[src/lrpd_pkg.sv]
// Shared types, character codes and helpers for the lr parameter detector.
`timescale 1ns / 1ps
`default_nettype none

package lrpd_pkg;

    // Recognizer phases, one-hot
    typedef enum logic [6:0] {
        PH_START  = 7'b0000001,
        PH_SEEN_L = 7'b0000010,
        PH_SEEN_LR = 7'b0000100,
        PH_LR_WS  = 7'b0001000,
        PH_OTHER  = 7'b0010000,
        PH_QUOTE  = 7'b0100000,
        PH_ESCAPE = 7'b1000000
    } phase_t;

    // Recognizer state carried from byte to byte
    typedef struct packed {
        phase_t phase;
        logic   lr_found;
    } scan_state_t;

    localparam scan_state_t SCAN_RESET = '{phase: PH_START, lr_found: 1'b0};

    localparam logic [7:0] CH_LOWER_L  = 8'h6C;
    localparam logic [7:0] CH_UPPER_L  = 8'h4C;
    localparam logic [7:0] CH_LOWER_R  = 8'h72;
    localparam logic [7:0] CH_UPPER_R  = 8'h52;
    localparam logic [7:0] CH_SEMI     = 8'h3B;
    localparam logic [7:0] CH_EQUAL    = 8'h3D;
    localparam logic [7:0] CH_DQUOTE   = 8'h22;
    localparam logic [7:0] CH_BSLASH   = 8'h5C;
    localparam logic [7:0] CH_TAB      = 8'h09;
    localparam logic [7:0] CH_SPACE    = 8'h20;
    localparam logic [7:0] CH_CR       = 8'h0D;
    localparam logic [7:0] CH_LF       = 8'h0A;

    // Space, CR, LF or tab
    function automatic logic is_ws(input logic [7:0] c);
        return (c == CH_SPACE) || (c == CH_CR) || (c == CH_LF) || (c == CH_TAB);
    endfunction

endpackage

`default_nettype wire

[src/lrpd_stream_if.sv]
// Valid/ready channel interfaces for the character stream and the verdict stream.
`timescale 1ns / 1ps
`default_nettype none

interface lrpd_char_if;
    logic       valid;
    logic       ready;
    logic [7:0] char_in;
    logic       has_char;
    logic       end_of_string;

    modport source (output valid, output char_in, output has_char,
                    output end_of_string, input ready);
    modport sink   (input valid, input char_in, input has_char,
                    input end_of_string, output ready);
endinterface

interface lrpd_verdict_if;
    logic valid;
    logic ready;
    logic strict_router;

    modport source (output valid, output strict_router, input ready);
    modport sink   (input valid, input strict_router, output ready);
endinterface

`default_nettype wire

[src/lrpd_scan.sv]
// Next-state and verdict logic of the lr parameter recognizer for one byte.
`timescale 1ns / 1ps
`default_nettype none

module lrpd_scan (
    input  wire lrpd_pkg::scan_state_t cur,
    input  wire logic [7:0]            char_in,
    input  wire logic                  has_char,
    input  wire logic                  end_of_string,
    output lrpd_pkg::scan_state_t      nxt,
    output logic                       strict_router
);

    lrpd_pkg::scan_state_t scanned;

    // Advance the recognizer by one byte; bytes after the decision are dropped
    always_comb
    begin
        scanned = cur;
        if (has_char && !cur.lr_found)
        begin
            unique case (cur.phase)
                lrpd_pkg::PH_START:
                begin
                    if (!lrpd_pkg::is_ws(char_in))
                    begin
                        if (char_in == lrpd_pkg::CH_LOWER_L || char_in == lrpd_pkg::CH_UPPER_L)
                            scanned.phase = lrpd_pkg::PH_SEEN_L;
                        else
                            scanned.phase = lrpd_pkg::PH_OTHER;
                    end
                end
                lrpd_pkg::PH_SEEN_L:
                begin
                    if (char_in == lrpd_pkg::CH_LOWER_R || char_in == lrpd_pkg::CH_UPPER_R)
                        scanned.phase = lrpd_pkg::PH_SEEN_LR;
                    else
                        scanned.phase = lrpd_pkg::PH_OTHER;
                end
                lrpd_pkg::PH_SEEN_LR, lrpd_pkg::PH_LR_WS:
                begin
                    priority if (char_in == lrpd_pkg::CH_SEMI || char_in == lrpd_pkg::CH_EQUAL)
                        scanned.lr_found = 1'b1;
                    else if (lrpd_pkg::is_ws(char_in))
                        scanned.phase = lrpd_pkg::PH_LR_WS;
                    else
                        scanned.phase = lrpd_pkg::PH_OTHER;
                end
                lrpd_pkg::PH_OTHER:
                begin
                    priority if (char_in == lrpd_pkg::CH_DQUOTE)
                        scanned.phase = lrpd_pkg::PH_QUOTE;
                    else if (char_in == lrpd_pkg::CH_SEMI)
                        scanned.phase = lrpd_pkg::PH_START;
                    else
                        scanned.phase = lrpd_pkg::PH_OTHER;
                end
                lrpd_pkg::PH_QUOTE:
                begin
                    priority if (char_in == lrpd_pkg::CH_BSLASH)
                        scanned.phase = lrpd_pkg::PH_ESCAPE;
                    else if (char_in == lrpd_pkg::CH_DQUOTE)
                        scanned.phase = lrpd_pkg::PH_OTHER;
                    else
                        scanned.phase = lrpd_pkg::PH_QUOTE;
                end
                lrpd_pkg::PH_ESCAPE:
                begin
                    scanned.phase = lrpd_pkg::PH_QUOTE;
                end
                default:
                begin
                    scanned = cur;
                end
            endcase
        end
    end

    // Form the verdict from the scanned state; clear the state at end of string
    always_comb
    begin
        strict_router = !(scanned.lr_found ||
                          scanned.phase == lrpd_pkg::PH_SEEN_LR ||
                          scanned.phase == lrpd_pkg::PH_LR_WS);
        nxt = end_of_string ? lrpd_pkg::SCAN_RESET : scanned;
    end

endmodule

`default_nettype wire

[src/lr_param_detector_unit.sv]
// Throughput: one character word per cycle, limited by the single recognizer state update,
// unless an end-of-string word is staged while the output is stalled. The input register
// accepts a new word while a verdict waits on a stalled output, unless the staged word
// ends a string. Reset (rst_n low, asynchronous) empties both registers and returns the
// recognizer to the start of a parameter with no lr decision.
// Top level: input register, recognizer, verdict register.
`timescale 1ns / 1ps
`default_nettype none

module lr_param_detector_unit (
    input  wire logic          clk,
    input  wire logic          rst_n,
    lrpd_char_if.sink          chars,
    lrpd_verdict_if.source     verdict
);

    logic                  stg_valid_reg;
    logic [7:0]            stg_char_reg;
    logic                  stg_has_char_reg;
    logic                  stg_eos_reg;
    lrpd_pkg::scan_state_t state_reg;
    lrpd_pkg::scan_state_t state_next;
    logic                  strict_next;
    logic                  out_valid_reg;
    logic                  strict_reg;
    logic                  out_free;
    logic                  advance;

    // Process the staged word unless its verdict cannot be placed
    assign out_free      = !out_valid_reg || verdict.ready;
    assign advance       = stg_valid_reg && (!stg_eos_reg || out_free);
    assign chars.ready   = !stg_valid_reg || advance;
    assign verdict.valid = out_valid_reg;
    assign verdict.strict_router = strict_reg;

    lrpd_scan u_scan (
        .cur           (state_reg),
        .char_in       (stg_char_reg),
        .has_char      (stg_has_char_reg),
        .end_of_string (stg_eos_reg),
        .nxt           (state_next),
        .strict_router (strict_next)
    );

    // Input register: load a word whenever the stage is free
    always_ff @(posedge clk or negedge rst_n)
    begin
        if (!rst_n)
            stg_valid_reg <= 1'b0;
        else if (chars.ready)
            stg_valid_reg <= chars.valid;
    end

    always_ff @(posedge clk)
    begin
        if (chars.valid && chars.ready)
        begin
            stg_char_reg     <= chars.char_in;
            stg_has_char_reg <= chars.has_char;
            stg_eos_reg      <= chars.end_of_string;
        end
    end

    // Recognizer state: advance once per processed word
    always_ff @(posedge clk or negedge rst_n)
    begin
        if (!rst_n)
            state_reg <= lrpd_pkg::SCAN_RESET;
        else if (advance)
            state_reg <= state_next;
    end

    // Verdict register: load at end of string, drop once taken
    always_ff @(posedge clk or negedge rst_n)
    begin
        if (!rst_n)
            out_valid_reg <= 1'b0;
        else if (advance && stg_eos_reg)
            out_valid_reg <= 1'b1;
        else if (verdict.ready)
            out_valid_reg <= 1'b0;
    end

    always_ff @(posedge clk)
    begin
        if (advance && stg_eos_reg)
            strict_reg <= strict_next;
    end

`ifndef SYNTHESIS
    // The decision is only ever taken right after lr
    assert property (@(posedge clk) disable iff (!rst_n)
        state_reg.lr_found |-> (state_reg.phase == lrpd_pkg::PH_SEEN_LR ||
                                state_reg.phase == lrpd_pkg::PH_LR_WS))
    else $error("lr decision held outside the lr phases");

    // The end of a string returns the recognizer to its start
    assert property (@(posedge clk) disable iff (!rst_n)
        advance && stg_eos_reg |=> state_reg == lrpd_pkg::SCAN_RESET)
    else $error("recognizer not cleared after end of string");

    // A processed end-of-string word always produces a verdict
    assert property (@(posedge clk) disable iff (!rst_n)
        advance && stg_eos_reg |=> out_valid_reg)
    else $error("verdict missing after end of string");

    // A decided string gives loose
    assert property (@(posedge clk) disable iff (!rst_n)
        advance && stg_eos_reg && state_reg.lr_found |=> !strict_reg)
    else $error("decided lr string reported strict");
`endif

endmodule

`default_nettype wire
[src/flat_wrapper.sv]
// flat-port wrapper written by rule: the top's interface ports become plain ports
module lr_param_detector_unit_flat 
  (clk, rst_n, chars_valid, chars_char_in, chars_has_char, chars_end_of_string, chars_ready, verdict_valid, verdict_strict_router, verdict_ready);
  lrpd_char_if chars_i ();
  lrpd_verdict_if verdict_i ();
  input  wire logic clk;
  input  wire logic rst_n;
  input wire logic [$bits(chars_i.valid)-1:0] chars_valid;
  input wire logic [$bits(chars_i.char_in)-1:0] chars_char_in;
  input wire logic [$bits(chars_i.has_char)-1:0] chars_has_char;
  input wire logic [$bits(chars_i.end_of_string)-1:0] chars_end_of_string;
  output wire logic [$bits(chars_i.ready)-1:0] chars_ready;
  output wire logic [$bits(verdict_i.valid)-1:0] verdict_valid;
  output wire logic [$bits(verdict_i.strict_router)-1:0] verdict_strict_router;
  input wire logic [$bits(verdict_i.ready)-1:0] verdict_ready;
  assign chars_i.valid = chars_valid;
  assign chars_i.char_in = chars_char_in;
  assign chars_i.has_char = chars_has_char;
  assign chars_i.end_of_string = chars_end_of_string;
  assign chars_ready = chars_i.ready;
  assign verdict_valid = verdict_i.valid;
  assign verdict_strict_router = verdict_i.strict_router;
  assign verdict_i.ready = verdict_ready;
  lr_param_detector_unit u_core (.clk(clk), .rst_n(rst_n), .chars(chars_i), .verdict(verdict_i));
endmodule
[config.mk]
export PLATFORM = sky130hd
export DESIGN_NAME = lr_param_detector_unit_flat
export DESIGN_NICKNAME = d
export VERILOG_FILES = /design/src/lrpd_pkg.sv /design/src/lrpd_stream_if.sv /design/src/lrpd_scan.sv /design/src/lr_param_detector_unit.sv /design/src/flat_wrapper.sv
export SDC_FILE = /design/constraint.sdc
export NUM_CORES = 1
export LEC_CHECK = 0
export BUFFER_PORTS_ARGS = -buffer_cell sky130_fd_sc_hd__buf_4
export CAP_MARGIN = 20
export CORE_MARGIN = 1
export CORE_UTILIZATION = 48
export DETAILED_ROUTE_END_ITERATION = 7
export PLACE_DENSITY = 0.68
export SYNTH_ARGS = -nofsm -noshare
export SYNTH_HDL_FRONTEND = slang
export SYNTH_SLANG_ARGS = --single-unit
[constraint.sdc]
create_clock -name clk -period 2.5 [get_ports clk]
set_input_delay 0.375 -clock clk [delete_from_list [all_inputs] [get_ports clk]]
set_output_delay 0.375 -clock clk [all_outputs]
set_load 0.005 [all_outputs]
== After elaboration in Yosys (flattened, before gate mapping) ==
Index checks and enable logic that the tools add are counted.

* Input port bits: 14
* Register bits after elaboration: 21

* Equality and inequality tests: 21
* Reductions and logical operators: 22
* Muxes and demuxes: 16

{| class="wikitable"
|+ Operator list
! kind !! count
|-
| 7-bit case mux with 6 select lines || 1
|-
| 8-bit by 7-bit equality test with 1-bit output, second input constant || 5
|-
| 8-bit by 6-bit equality test with 1-bit output, second input constant || 4
|-
| 8-bit by 4-bit equality test with 1-bit output, second input constant || 3
|-
| 7-bit two-way mux || 3
|-
| 5-bit two-way mux || 4
|-
| 8-bit two-way mux || 2
|-
| 7-bit by 3-bit equality test with 1-bit output, second input constant || 2
|-
| 7-bit by 4-bit equality test with 1-bit output, second input constant || 2
|-
| 6-bit two-way mux || 2
|-
| 1-bit logical OR || 11
|-
| 7-bit by 1-bit equality test with 1-bit output, second input constant || 1
|-
| 7-bit by 2-bit equality test with 1-bit output, second input constant || 1
|-
| 7-bit by 5-bit equality test with 1-bit output, second input constant || 1
|-
| 7-bit by 6-bit equality test with 1-bit output, second input constant || 1
|-
| 7-bit equality test, second input constant || 1
|-
| 1-bit logical NOT || 5
|-
| 1-bit logical AND || 4
|-
| 1-bit two-way mux || 4
|-
| 2-bit nonzero test || 1
|-
| 2-bit OR reduction || 1
|}

== Longest topological paths before layout ==
Gate-level depths: netlist of run 1.

* Depth after elaboration: 12
* Mapped depth: 7
* Depth with buffers taken out: 6

== By module ==
From an unflattened synthesis of run 1, not the netlist that was laid out.

* Cells, all modules: 158
* Area, all modules: 1560.2 um^2

{| class="wikitable"
|+ Modules (own cells, without submodules)
! module !! instances !! cells an instance !! area an instance (um^2) !! sequential area each (um^2)
|-
| lr_param_detector_unit || 1 || 68 || 944.7 || 581.8
|-
| lrpd_scan || 1 || 90 || 615.6 || 0.0
|}

== Least setup slack after synthesis of run 1 ==
OpenSTA, ideal clock, no wires.

* Path kind: reg-to-reg
* Start point: reg u_core.stg_char_reg[6]
* End point: reg u_core.strict_reg (netlist: u_core.verdict.strict_router), data pin
* Arrival time: 1.914 ns
* Required time: 2.236 ns
* Library setup time: 0.264 ns
* Slack: 0.322 ns
* Stages on the path, launching flop included: 7
* Path through: edfxtp_1 > or4b_4 > or4_4 > a31oi_4 > o211ai_1 > o2bb2ai_1 > a31oi_1

* Word-level cells in the longest chain between the ends: 12
* Elaborated cells between the ends (all ways): 36
* Those cells by class: 14 x eq/ne; 13 x mux; 9 x reduce/logical

{| class="wikitable"
|+ RTL lines
! what !! RTL line !! text
|-
| start: declaration || lr_param_detector_unit.sv:18 || <nowiki>logic [7:0] stg_char_reg;</nowiki>
|-
| start signal: assignment || lr_param_detector_unit.sv:58 || <nowiki>stg_char_reg <= chars.char_in;</nowiki>
|-
| 8-bit by 6-bit equality test with 1-bit output or 8-bit by 4-bit equality test with 1-bit output (tied branches) || lrpd_pkg.sv:41 || <nowiki>return (c == CH_SPACE) || (c == CH_CR) || (c == CH_LF) || (c == CH_TAB);</nowiki>
|-
| 1-bit logical OR (3 in a row) || lrpd_pkg.sv:41 ||
|-
| 5-bit two-way mux || lrpd_scan.sv:44 || <nowiki>else if (lrpd_pkg::is_ws(char_in))</nowiki>
|-
| 7-bit two-way mux || lrpd_scan.sv:42 || <nowiki>priority if (char_in == lrpd_pkg::CH_SEMI || char_in == lrpd_pkg::CH_EQUAL)</nowiki>
|-
| 7-bit case mux with 6 select lines || lrpd_scan.sv:22 || <nowiki>unique case (cur.phase)</nowiki>
|-
| 8-bit two-way mux * || lrpd_scan.sv:20 || <nowiki>if (has_char && !cur.lr_found)</nowiki>
|-
| 7-bit by 3-bit equality test with 1-bit output || lrpd_scan.sv:83 || <nowiki>scanned.phase == lrpd_pkg::PH_SEEN_LR ||</nowiki>
|-
| 1-bit logical OR || lrpd_scan.sv:82 || <nowiki>strict_router = !(scanned.lr_found ||</nowiki>
|-
| 1-bit logical OR * || lrpd_scan.sv:83 ||
|-
| 1-bit logical NOT * || lrpd_scan.sv:82 ||
|-
| named net u_core.strict_next || lr_param_detector_unit.sv:23 || <nowiki>logic strict_next;</nowiki>
|-
| end signal: assignment || lr_param_detector_unit.sv:87 || <nowiki>strict_reg <= strict_next;</nowiki>
|-
| end: declaration || lr_param_detector_unit.sv:25 || <nowiki>logic strict_reg;</nowiki>
|}

Mark *: on every way through the listed nets, which the timed path passes. The rest lies on a longest branch.
A chain may end at the register's enable or synchronous reset.

== Worst setup path in the final report of run 1 ==
Same ends and word-level chain as after synthesis.

==> metrics.yaml, run 1 <==
detailed_routing:
  drt_iter0_drc: 33
  wl_per_cell_microns: 15.62
  drc: 0
  drtAntennaViolNets: 0
  via_count: 1097
  dr.pass1.iters: 4
  viasPerCell: 6.163
  wl_microns: 2781
synth:
  synth_ff_type: "edfxtp_1"
  syn_area_per_cell_sq_um: 9.931
  yosys-top-cells-area: "edfxtp_1, dfrtp_1, nor3_1"
  synth_seq_cells: 21
  yosysTopAreaCell: "edfxtp_1"
  yosysUniqueCellTypes: 44
  synth_top_area_frac: 0.2619
  yosysSeqAreaShare: 0.4613
  synth_top_family_by_area: "simple AND/OR/NAND/NOR gates"
  synthCells: 127
  synth_nets: 141
  yosys.area_share.xor_xnor: 0.01389
  synthMuxAreaShare: 0
  yosys_warnings: 0
  synthArstFlopShare: 0.4762
  synth_compound_area_frac: 0.2054
  syn_area_sq_um: 1261
  synth_edf_count: 11
  synth_fa_ha_area_frac: 0
  synth-simple-area-share: 0.2956
sta:
  max_freq_mhz: 426.7
  tightest_slew_ns: 0.4395
  fin_worst_skew_ns: 0.007816
  period_needed_ns: 2.344
  hold_viol: 0
  setup_violations: 0
  rsz0062_at_grt: "false"
  relSlewSlack: 0.7070
  drv_slew: 0
  setup_tns_ns: 0
  fin_crit_sh: 0.9375
worst_setup_path:
  critical_path_peak_fanout: 7
  startpoint_type: "flip-flop"
  crit_required_ns: 2.57
  cp_num_buf_inv: 0
  cpPeakStageDelay_ns: 0.56
  cp_slowest_cell: "or4b_4"
  arrival_ns: 2.42
  critPathKind: "flip-flop to flip-flop"
  path_delay_family: "simple AND/OR/NAND/NOR gates"
  crit_path_cell_trace: "or4b_4 > or4_4 > a31oi_4 > o211ai_1 > o2bb2ai_1 > a31oi_1"
  endpoint_kind: "flip-flop"
floorplanning:
  core-area_sq_um: 2477
  die_y_microns: 53.26
  dieArea_sq_um: 2837
  initial_core_util: 0.5091
  die_w_microns: 53.26
  rows: 18
  ioPinCount: 17
clock_network:
  postCtsSetupBuffers: 0
  cts.path.max_buffers: 2
  cts.sinks: 21
  root_buffer: "clkbuf_4"
  cts_tree: "built"
  numCtsBuffers: 3
  clk_transition_reported_paths_ns: 0.13
  htree_levels: 1
  cts_resized: 0
  hold_buffers: 1
  clock_latency_ns: 0.32
cells_and_area:
  areaGrowthSynthToFinish_pct: 16.57
  fin_cells: 178
  drive_gt1_frac: 0.2027
  diodes: 0
  filler_cell_count: 204
  nets: 163
job:
  cap_violations: 0
grt:
  grt_antenna_before_repair: 0
  grt_pass1_vias: 1003
  grt_max_degree: 14
  grt_usage: 0.2269
  grt_remaining_overflow: 0
  grt_pass1_wl_microns: 4547
pwr:
  ir_worst_vdd_v: 0.0003886
  p_leak_nw: 0.5670
  powerDensity_nw_per_um2: 543.5
place:
  io_buffers: 16
  hpwl_microns: 2214
  gp_routability_congestion: 0.9041
  place_inst: 173
worst_hold_path:
  holdCritPathClass: "primary input to flip-flop"
outcome:
  status: "completed"
-- path summary, 6_finish.rpt --
check	from	endpoint	slack (ns)	cells past startpoint
worst max-delay path	u_core.stg_char_reg[6]	u_core.verdict.strict_router	0.16	6
worst min-delay path	chars_end_of_string	u_core.stg_eos_reg	0.22	1
worst max register to register	u_core.stg_char_reg[6]	u_core.verdict.strict_router	0.16	6
worst min register to register	u_core.state_reg[0]	u_core.state_reg[0]	0.55	2
max in group asynchronous	rst_n	u_core.state_reg[1]	1.87	2
min in group asynchronous	rst_n	u_core.stg_valid_reg	0.40	2
-- cells by family (layout without fill, tap and decap cells) --
group,after synthesis,count (layout)
buffers and inverters,8,29
AND/OR/NAND/NOR,61,61
AO/OA/AOI/OAI,35,35
flip-flops,21,21
XOR/XNOR,2,2
-- cells in the mapped netlist (all sizes together), types with 2 or more instances --
library cell and number:
and4 2, nor2 9, a22o 3, o21ai 7, o211ai 3, dfrtp 9
nand2b 4, edfxtp 11, inv 5, o22ai 3, nor3 7, and2 3
nand4 3, or4b 2, nor4b 2, nor4 3, nand3 3, nand2 8
clkbuf 3, a21oi 4, a31oi 4, a32o 3, nor2b 3, a21o 3
or4 3, or3 4
-- area by class of cell --
type	count	area, sq um	area share
multi-input cells	98	649.4	0.4417
flip-flops and latches	21	581.8	0.3957
repair buffers	20	152.6	0.1038
well taps	30	37.54	0.02553
clock buffers	3	22.52	0.01532
inverters	5	18.77	0.01277
clock inverters	1	7.507	0.005106
-- placed cells by master, fill, tap and decap left out, drive strengths merged, types with 4 or more instances in the layout --
cell type  instances
edfxtp            11
nor3               7
nand2              8
buf               19
nor2               9
a31oi              4
dfrtp              9
or3                4
nand2b             4
a21oi              4
o21ai              7
inv                5
-- layer usage --
layer / part of all wire / GRT usage
met5: 0 / 0
met4: 0.016 / 0.09211
met3: 0.045 / 0.03736
met2: 0.49 / 0.3729
met1: 0.45 / 0.2930
-- where the power goes --
group / leakage [nW] / internal (mW) / switching, mW
logic: 0.318 / 0.0868 / 0.108
registers: 0.235 / 0.394 / 0.0368
clock network: 0.0139 / 0.0613 / 0.112
-- through the flow --
step / util / instance area, sq um / setup slack (ns) / total power [mW] / hold WS [ns]
3_5_place_dp: 0.5773 / 1430 / 0.1910 / 0.6287 / 0.2102
2_1_floorplan: - / 1261 / 0.3218 / 0.5650 / 0.07941
4_1_cts: 0.5934 / 1470 / 0.1608 / 0.7994 / 0.2161
5_1_grt: 0.5934 / 1470 / 0.07190 / 0.8392 / 0.2035
3_3_place_gp: 0.5773 / 1430 / 0.2458 / 0.6253 / 0.2057
6_report: 0.5934 / 1470 / 0.1563 / 0.7991 / 0.2187
No activity file was read; power rests on OpenSTA's default activity.
==> inputs of run 2 (changes only) <==
Clock period 2.5 ns to 2.6 ns, I/O delays scaled along.
==> run 2 against run 1 <==
Sequential power down 3%; die area unchanged; total power down 5.4%; via count up 1.8%; highest routed layer unchanged; clock-buffer cell count unchanged; setup slack better by 0.069 ns; largest power group unchanged; clock power down 11%; final cell count down 1.7%; critical path depth unchanged.
==> metrics.yaml, run 2 (synthesis gave the netlist of run 1 again) <==
detailed_routing:
  drc: 0  # unchanged
  dr.pass1.iters: 4  # unchanged
  wl_per_cell_microns: 15.95  # was 15.62 microns
  drtAntennaViolNets: 0  # unchanged
  viasPerCell: 6.383  # was 6.163
  drt_iter0_drc: 56  # was 33
  via_count: 1117  # was 1,097
  wl_microns: 2791  # was 2781 microns
clock_network:
  cts.sinks: 21  # unchanged
  htree_levels: 1  # unchanged
  clock_latency_ns: 0.30  # was 0.32 ns
  cts.path.max_buffers: 2  # unchanged
  cts_tree: "built"  # unchanged
  root_buffer: "clkbuf_4"  # unchanged
  clk_transition_reported_paths_ns: 0.11  # was 0.13 ns
  postCtsSetupBuffers: 0  # unchanged
  numCtsBuffers: 3  # unchanged
sta:
  tightest_slew_ns: 0.4690  # was 0.4395 ns
  period_needed_ns: 2.375  # was 2.344 ns
  fin_worst_skew_ns: 0.004316  # was 0.007816 ns
  rsz0062_at_grt: "false"  # unchanged
  max_freq_mhz: 421.1  # was 426.7 MHz
  fin_crit_sh: 0.9133  # was 0.9375
  relSlewSlack: 0.6841  # was 0.7070
  setup_tns_ns: 0  # unchanged
  setup_violations: 0  # unchanged
  drv_slew: 0  # unchanged
  hold_viol: 0  # unchanged
  whs_ns: 0.2508  # was 0.2187 ns
grt:
  grt_pass1_wl_microns: 4312  # was 4547 microns
  grt_max_degree: 13  # was 14
  grt_antenna_before_repair: 0  # unchanged
  grt_pass1_vias: 986  # was 1,003
  grt_remaining_overflow: 0  # unchanged
  grt_usage: 0.2147  # was 0.2269
pwr:
  powerDensity_nw_per_um2: 523.3  # was 543.5 nW/um^2
  p_leak_nw: 0.5570  # was 0.5670 nW
  ir_worst_vdd_v: 0.0003985  # was 0.0003886 V
floorplanning:
  initial_core_util: 0.5091  # unchanged
  die_w_microns: 53.26  # unchanged
  core-area_sq_um: 2477  # unchanged
  dieArea_sq_um: 2837  # unchanged
  rows: 18  # unchanged
  die_y_microns: 53.26  # unchanged
  ioPinCount: 17  # unchanged
cells_and_area:
  diodes: 0  # unchanged
  drive_gt1_frac: 0.1862  # was 0.2027
  areaGrowthSynthToFinish_pct: 14.58  # was 16.57%
  fin_cells: 175  # was 178
  nets: 160  # was 163
  layout_commonest_cell: "buf_4"  # unchanged
  final_cell_mix: "buf_4, edfxtp_1, nor2_1, dfrtp_1, nand2_1"  # unchanged
  filler_cell_count: 216  # was 204
outcome:
  status: "completed"  # unchanged
worst_setup_path:
  critical_path_peak_fanout: 7  # unchanged
  arrival_ns: 2.44  # was 2.42 ns
  startpoint_type: "flip-flop"  # unchanged
  critPathKind: "flip-flop to flip-flop"  # unchanged
  reg2reg_depth: 6  # unchanged
  crit_required_ns: 2.66  # was 2.57 ns
  endpoint_kind: "flip-flop"  # unchanged
job:
  cap_violations: 0  # unchanged
worst_hold_path:
  holdCritPathClass: "primary input to flip-flop"  # unchanged
  hold_path_depth: 1  # unchanged
place:
  io_buffers: 16  # unchanged
  hpwl_microns: 2177  # was 2214 microns
  place_inst: 170  # was 173
  gp_routability_congestion: 0.9121  # was 0.9041
[run 2: cell count changes in the layout (fill, tap and decap cells not counted)]
cell	previous run	this run
buf_4	19	16
clkinv_2	0	1
clkinvlp_4	1	0
[run 2: path summary, 6_finish.rpt]
kind | from | end | slack, ns
max in group asynchronous | rst_n | u_core.state_reg[1] | 1.95
hold reg to reg | u_core.state_reg[1] | u_core.state_reg[1] | 0.57
setup reg to reg | u_core.stg_char_reg[6] | u_core.verdict.strict_router | 0.23
min in group asynchronous | rst_n | u_core.stg_valid_reg | 0.43
setup / recovery | u_core.stg_char_reg[6] | u_core.verdict.strict_router | 0.23
hold / removal | chars_end_of_string | u_core.stg_eos_reg | 0.25
[run 2: final cells by class]
class | count | area [sq um] | share of cell area
Inverter | 5 | 18.77 | 0.01299
Clock inverter | 1 | 5.005 | 0.003463
Timing Repair Buffer | 17 | 130.1 | 0.09004
Multi-Input combinational cell | 98 | 649.4 | 0.4493
Tap cell | 30 | 37.54 | 0.02597
Clock buffer | 3 | 22.52 | 0.01558
Sequential cell | 21 | 581.8 | 0.4026
[run 2: per-stage QoR]
stage	cell area, sq um	power [mW]	setup WS, ns	utilization
5_1_grt	1445	0.7925	0.1482	0.5833
3_3_place_gp	1408	0.5986	0.3394	0.5682
6_report	1445	0.7563	0.2253	0.5833
4_1_cts	1445	0.7546	0.2599	0.5833
3_5_place_dp	1408	0.6020	0.2920	0.5682
2_1_floorplan	1261	0.5433	0.4218	-
[run 2: repair_timing]
| action | in CTS | in global routing |
|---|---|---|
| resized for setup | 0 | 0 |
| endpoints found under the hold margin | 9 | 0 |
| hold buffers | 1 | 0 |
[run 2: report_power, final]
group          internal [mW]  switching, mW
clock                 0.0574         0.0967
combinational         0.0813          0.105
sequential             0.379         0.0367
[run 2: routing by layer]
metal  up-vias  track usage  routed length (microns)
met5         -            0                        0
met2        37       0.3604                     1320
met4         0      0.06579                       33
met3         5      0.02586                      148
met1       537       0.2849                     1289
li1        538            -                        -
[run 2: critical path, stage by stage (launching register included)]
cell	delay (ns)
edfxtp_1	0.48
or4b_4	0.56
or4_4	0.44
a31oi_4	0.23
o211ai_1	0.14
o2bb2ai_1	0.20
a31oi_1	0.09
